===== config.mk =====
export PLATFORM = sky130hd
export DESIGN_NAME = nfu_alu
export DESIGN_NICKNAME = d
export VERILOG_FILES = /design/src/hdl/network_game_fermi_update_defines.svh /design/src/hdl/nfu_pkg.sv /design/src/hdl/nfu_alu.sv
export SDC_FILE = /design/constraint.sdc
export NUM_CORES = 1
export LEC_CHECK = 0
export BUFFER_PORTS_ARGS = -buffer_cell sky130_fd_sc_hd__buf_2
export CORE_ASPECT_RATIO = 1.4
export CORE_MARGIN = 3
export CORE_UTILIZATION = 54
export DETAILED_ROUTE_END_ITERATION = 8
export PLACE_DENSITY = 0.79
export SYNTH_ARGS = -nofsm -noshare
export SYNTH_HDL_FRONTEND = slang
export SYNTH_SLANG_ARGS = --single-unit
export TNS_END_PERCENT = 20

===== constraint.sdc =====
create_clock -name clk -period 3.6 [get_ports clk]
set_clock_uncertainty 0.15 [all_clocks]
set_input_delay 0.72 -clock clk [delete_from_list [all_inputs] [get_ports clk]]
set_output_delay 0.72 -clock clk [all_outputs]
set_load 0.1 [all_outputs]

===== src/hdl/network_game_fermi_update_defines.svh =====
// Assertion macros for the network game update RTL.
`ifndef NETWORK_GAME_FERMI_UPDATE_DEFINES_SVH
`define NETWORK_GAME_FERMI_UPDATE_DEFINES_SVH

`ifndef SYNTHESIS

// Consequent must hold in the same cycle as the antecedent.
`define NFU_ASSERT_NOW(name, ante, cons) \
    name: assert property (@(posedge clk) disable iff (!rst_n) (ante) |-> (cons)) \
        else $error("nfu assertion failed");

// Consequent must hold in the cycle after the antecedent.
`define NFU_ASSERT_NEXT(name, ante, cons) \
    name: assert property (@(posedge clk) disable iff (!rst_n) (ante) |=> (cons)) \
        else $error("nfu assertion failed");

`else

`define NFU_ASSERT_NOW(name, ante, cons)
`define NFU_ASSERT_NEXT(name, ante, cons)

`endif

`endif


===== src/hdl/nfu_pkg.sv =====
// Types, codes and the Fermi threshold table for the network game update block.
package nfu_pkg;

    typedef struct packed {
        logic [1:0]  action;
        logic [9:0]  node;
        logic [3:0]  slot;
        logic [9:0]  value;
        logic [15:0] pick_draw;
        logic [15:0] accept_draw;
    } item_t;

    typedef struct packed {
        logic [1:0]  status;
        logic        adopted;
        logic        strategy;
        logic [10:0] cooperators;
    } result_t;

    localparam logic [1:0] ACT_SET_DEGREE    = 2'd0;
    localparam logic [1:0] ACT_SET_NEIGHBOUR = 2'd1;
    localparam logic [1:0] ACT_SET_STRATEGY  = 2'd2;
    localparam logic [1:0] ACT_UPDATE        = 2'd3;

    localparam logic [1:0] ST_DONE     = 2'd0;
    localparam logic [1:0] ST_ISOLATED = 2'd1;
    localparam logic [1:0] ST_RANGE    = 2'd2;

    localparam logic CFG_SUCKER     = 1'b0;
    localparam logic CFG_TEMPTATION = 1'b1;

    typedef enum logic [3:0] {
        S_CLEAR,
        S_IDLE,
        S_FETCH,
        S_DECODE,
        S_PICK,
        S_NREAD,
        S_NLATCH,
        S_OLATCH,
        S_WALK_F,
        S_WALK_O,
        S_DIFF,
        S_SAT,
        S_DECIDE,
        S_DONE
    } state_t;

    typedef enum logic [1:0] {
        ALU_HOLD,
        ALU_CLEAR,
        ALU_ADD,
        ALU_RSUB
    } alu_op_t;

    typedef struct packed {
        logic deg;
        logic strat;
        logic nb;
    } mem_we_t;

    localparam int DIFF_LIMIT = 160;
    localparam logic [63:0] ONE_FIX = 64'd1 << 20;
    localparam logic [63:0] EXP_TENTH = 64'd1158856;

    // Thresholds for |d| = 0..160; negative d uses 65536 - entry.
    typedef logic [15:0] fermi_rom_t [0:DIFF_LIMIT];

    // Shift-subtract quotient, only evaluated while building the table.
    function automatic logic [63:0] table_quotient(
        input logic [63:0] num,
        input logic [63:0] dvs
    );
        logic [63:0] q;
        logic [64:0] r;
        q = '0;
        r = '0;
        for (int i = 63; i >= 0; i--)
        begin
            r = {r[63:0], num[i]};
            if (r >= {1'b0, dvs})
            begin
                r    = r - {1'b0, dvs};
                q[i] = 1'b1;
            end
        end
        return q;
    endfunction

    function automatic fermi_rom_t build_fermi_rom();
        fermi_rom_t  rom;
        logic [63:0] e;
        logic [63:0] den;
        logic [63:0] pos;
        e = ONE_FIX;
        for (int k = 0; k <= DIFF_LIMIT; k++) begin
            den = ONE_FIX + e;
            pos = table_quotient((64'd1 << 36) + (den >> 1), den);
            rom[k] = (pos > 64'd65535) ? 16'hFFFF : pos[15:0];
            if (k < DIFF_LIMIT) begin
                e = (e * EXP_TENTH + (64'd1 << 19)) >> 20;
            end
        end
        return rom;
    endfunction

    localparam fermi_rom_t FERMI_ROM = build_fermi_rom();

endpackage


===== src/hdl/nfu_alu.sv =====
// Shared payoff accumulator: clear, add and reverse subtract.
module nfu_alu import nfu_pkg::*; #(
    parameter int SUM_W = 13
) (
    input  logic                    clk,
    input  logic                    rst_n,
    input  alu_op_t                 op,
    input  logic signed [SUM_W-1:0] operand,
    output logic signed [SUM_W-1:0] acc
);

    logic signed [SUM_W-1:0] acc_reg;
    logic signed [SUM_W-1:0] acc_next;

    always_comb
    begin
        case (op)
            ALU_HOLD:  acc_next = acc_reg;
            ALU_CLEAR: acc_next = '0;
            ALU_ADD:   acc_next = acc_reg + operand;
            ALU_RSUB:  acc_next = operand - acc_reg;
            default:   acc_next = acc_reg;
        endcase
    end

    always_ff @(posedge clk or negedge rst_n)
    begin
        if (!rst_n)
        begin
            acc_reg <= '0;
        end
        else
        begin
            acc_reg <= acc_next;
        end
    end

    assign acc = acc_reg;

endmodule


==> flow_metrics.tcl <==
set metrics [dict create \
    nets 232 \
    ios 30 \
    via_per_inst 5.948 \
    status "finished, final reports clean" \
    path_max_fanout 7 \
    portBuffers 29 \
    antenna_found_initial 0 \
    ys_seq_area_frac 0.2396 \
    synth.distinct_cells 41 \
    num_rows 20 \
    clk_latency_ns 0.29 \
    ys_ff_latch 13 \
    synthCells 165 \
    numCtsBuffers 3 \
    largest_register_ff_count 13 \
    wl_per_cell_um 16.55 \
    drt_iter0_markers 46 \
    timing.final.ws_setup_ns 0.2440 \
    drc_errors 0 \
    relSlewSlack 0.6764 \
    fin_crit_sh 0.9322 \
    first_pass_iters 6 \
    numClockSinks 13 \
    wl_um 3856 \
    cts.reportedPaths.clkPinSlew_ns 0.09 \
    hold_path.class "in -> async" \
    synthesis.nets 196 \
    fmax_mhz 298.0 \
    required_ns 3.62 \
    initial_core_util 0.5962 \
    diodes 0 \
    finalHoldViolations 0 \
    clockRootBuffer "clkbuf_4" \
    worst_ep_arrival_time_ns 3.38 \
    gr-total-overflow 0 \
    gp_congestion 0.9422 \
    avgSynthCellArea_sq_um 8.228 \
    vias 1386 \
    ant_nets 0 \
    postCtsHoldBufs 0 \
    dp_hpwl_um 3005 \
    grt_pass1_vias 1493 \
    layout_min_cycle_time_ns 3.356 \
    critPathLaunchType "flip-flop" \
    die_h_um 65.33 \
    rsz0062_at_grt "no" \
    die_area_sq_um 3160 \
    synthToLayoutAreaGrowth_pct 20.00 \
    worstMarginPinSlew_ns 0.4887 \
    worst_setup_path_end_kind "flip-flop" \
    synth_area_sq_um 1358 \
    cts.htree.levels 1 \
    grt_usage 0.2642 \
    crit_type "reg -> reg" \
    clockBufferDepth 2 \
    grt_pass1_wl_um 6617 \
    setup_viol 0 \
    dp_slack_ns 0.1997 \
    finalMaxSlewViolations 0 \
    coreArea_sq_um 2277 \
    die_w_um 48.38 \
    finalSetupTns_ns 0 \
    drv_cap 0 \
    grt_max_degree 23 \
    cts_tree "yes" \
    yosysWarnings 0 \
    drive_gt1_frac 0.2700 \
]
## repair_timing
| action | in CTS | in global routing |
|---|---|---|
| hold endpoints to repair | 0 | 0 |
| gates resized for setup | 0 | 7 |
| setup buffers | 0 | 2 |
| endpoints found under the setup margin | 0 | 1 |
## path summary, 6_finish.rpt
kind / start / to / slack [ns] / depth (start not counted)
min reg2reg: acc[12] / acc[12] / 0.42 / 1
min in group clk: acc[12] / acc[12] / 0.42 / 1
max reg2reg: acc[3] / acc[12] / 0.24 / 13
min: rst_n / acc[10] / 0.16 / 1
max: acc[3] / acc[12] / 0.24 / 13
max in group asynchronous: rst_n / acc[3] / 2.87 / 1
## worst max-delay path: stages, from the launching register on
cell and delay [ns]:
dfrtp_2 0.45, nor2_1 0.20, nor4b_2 0.27, buf_4 0.18, inv_1 0.03, o21ai_1 0.17
xor2_1 0.18, ha_1 0.32, a21o_1 0.22, a2111oi_4 0.40, a31oi_4 0.16, xnor2_2 0.17
a32oi_1 0.21, o311ai_1 0.12
## placed cells by master (no fill, tap or decap), types with 3 or more instances in the layout
| cell type | count |
|---|---|
| buf_2 | 29 |
| nor2_1 | 18 |
| nand2_1 | 16 |
| a21oi_1 | 11 |
| ha_1 | 11 |
| inv_1 | 10 |
| o21ai_0 | 9 |
| dfrtp_1 | 9 |
| xnor2_1 | 8 |
| xor2_1 | 8 |
| o22ai_1 | 7 |
| buf_4 | 6 |
| nor3_1 | 5 |
| o21a_1 | 5 |
| dfrtp_2 | 4 |
| o21ai_1 | 3 |
| nor2b_1 | 3 |
| o31a_1 | 3 |
| nand3_1 | 3 |
| clkbuf_4 | 3 |
## layout make-up
class	instances	area, sq um
multi-input combinational	138	1003
fill	194	648.1
sequential	13	330.3
timing repair buffer	35	190.2
tap	33	41.29
inverter	10	37.54
clock buffer	4	26.28
## synthesized netlist by cell type
master,instances,area share
or3_2,1,0.0055
nand3b_1,1,0.0055
nor3_1,5,0.018
a211oi_1,1,0.0055
nand4_1,1,0.0046
a2111oi_4,1,0.020
o31ai_1,2,0.011
xnor2_2,1,0.012
o41ai_1,1,0.0065
nand3_1,3,0.011
or3_1,1,0.0046
or3_4,1,0.0083
xor2_1,8,0.052
a31oi_1,1,0.0046
o21ai_1,3,0.011
fa_1,1,0.015
nor2_1,18,0.050
and3_1,1,0.0046
a21oi_1,11,0.041
o211ai_1,1,0.0055
nor4b_1,1,0.0065
inv_1,10,0.028
ha_1,13,0.12
o32ai_1,2,0.013
xnor2_1,8,0.052
a22o_1,1,0.0065
a31oi_4,1,0.016
a31o_2,1,0.0065
a21oi_4,1,0.012
a32oi_1,1,0.0065
o21ai_0,9,0.033
o22ai_1,7,0.032
o21a_1,5,0.028
o21bai_1,1,0.0055
a21o_1,1,0.0055
nor2b_1,3,0.014
o31a_1,3,0.019
dfrtp_1,13,0.24
clkbuf_1,4,0.011
o311ai_1,1,0.0065
nand2_1,16,0.044
## per-stage QoR
step / hold WS [ns] / cells / util / cell area [sq um]
after global placement: 0.3837 / 227 / 0.6857 / 1562
after detailed placement: 0.4089 / 227 / 0.6857 / 1562
final: 0.1623 / 233 / 0.7154 / 1629
after global routing: 0.1631 / 233 / 0.7154 / 1629
after CTS: 0.1815 / 231 / 0.6973 / 1588
after floorplan: 0.2744 / 165 / - / 1360
## per-layer routing
metal / GRT usage / share of wire / up-vias
met5: 0 / 0 / -
met4: 0.1459 / 0.036 / 0
met3: 0.03855 / 0.048 / 18
met2: 0.4759 / 0.52 / 52
met1: 0.2987 / 0.39 / 640
li1: - / - / 676
## logic make-up after synthesis
family	share of synthesized area
AO/OA/AOI/OAI	0.2950
AND/OR/NAND/NOR	0.1770
XOR/XNOR	0.1152
buffers and inverters	0.03871
adder cells (fa/ha/maj)	0.1346
flip-flops	0.2396
Power is not shown: default switching activity piles up to over one toggle a cycle in this logic, so the estimate is an artifact.
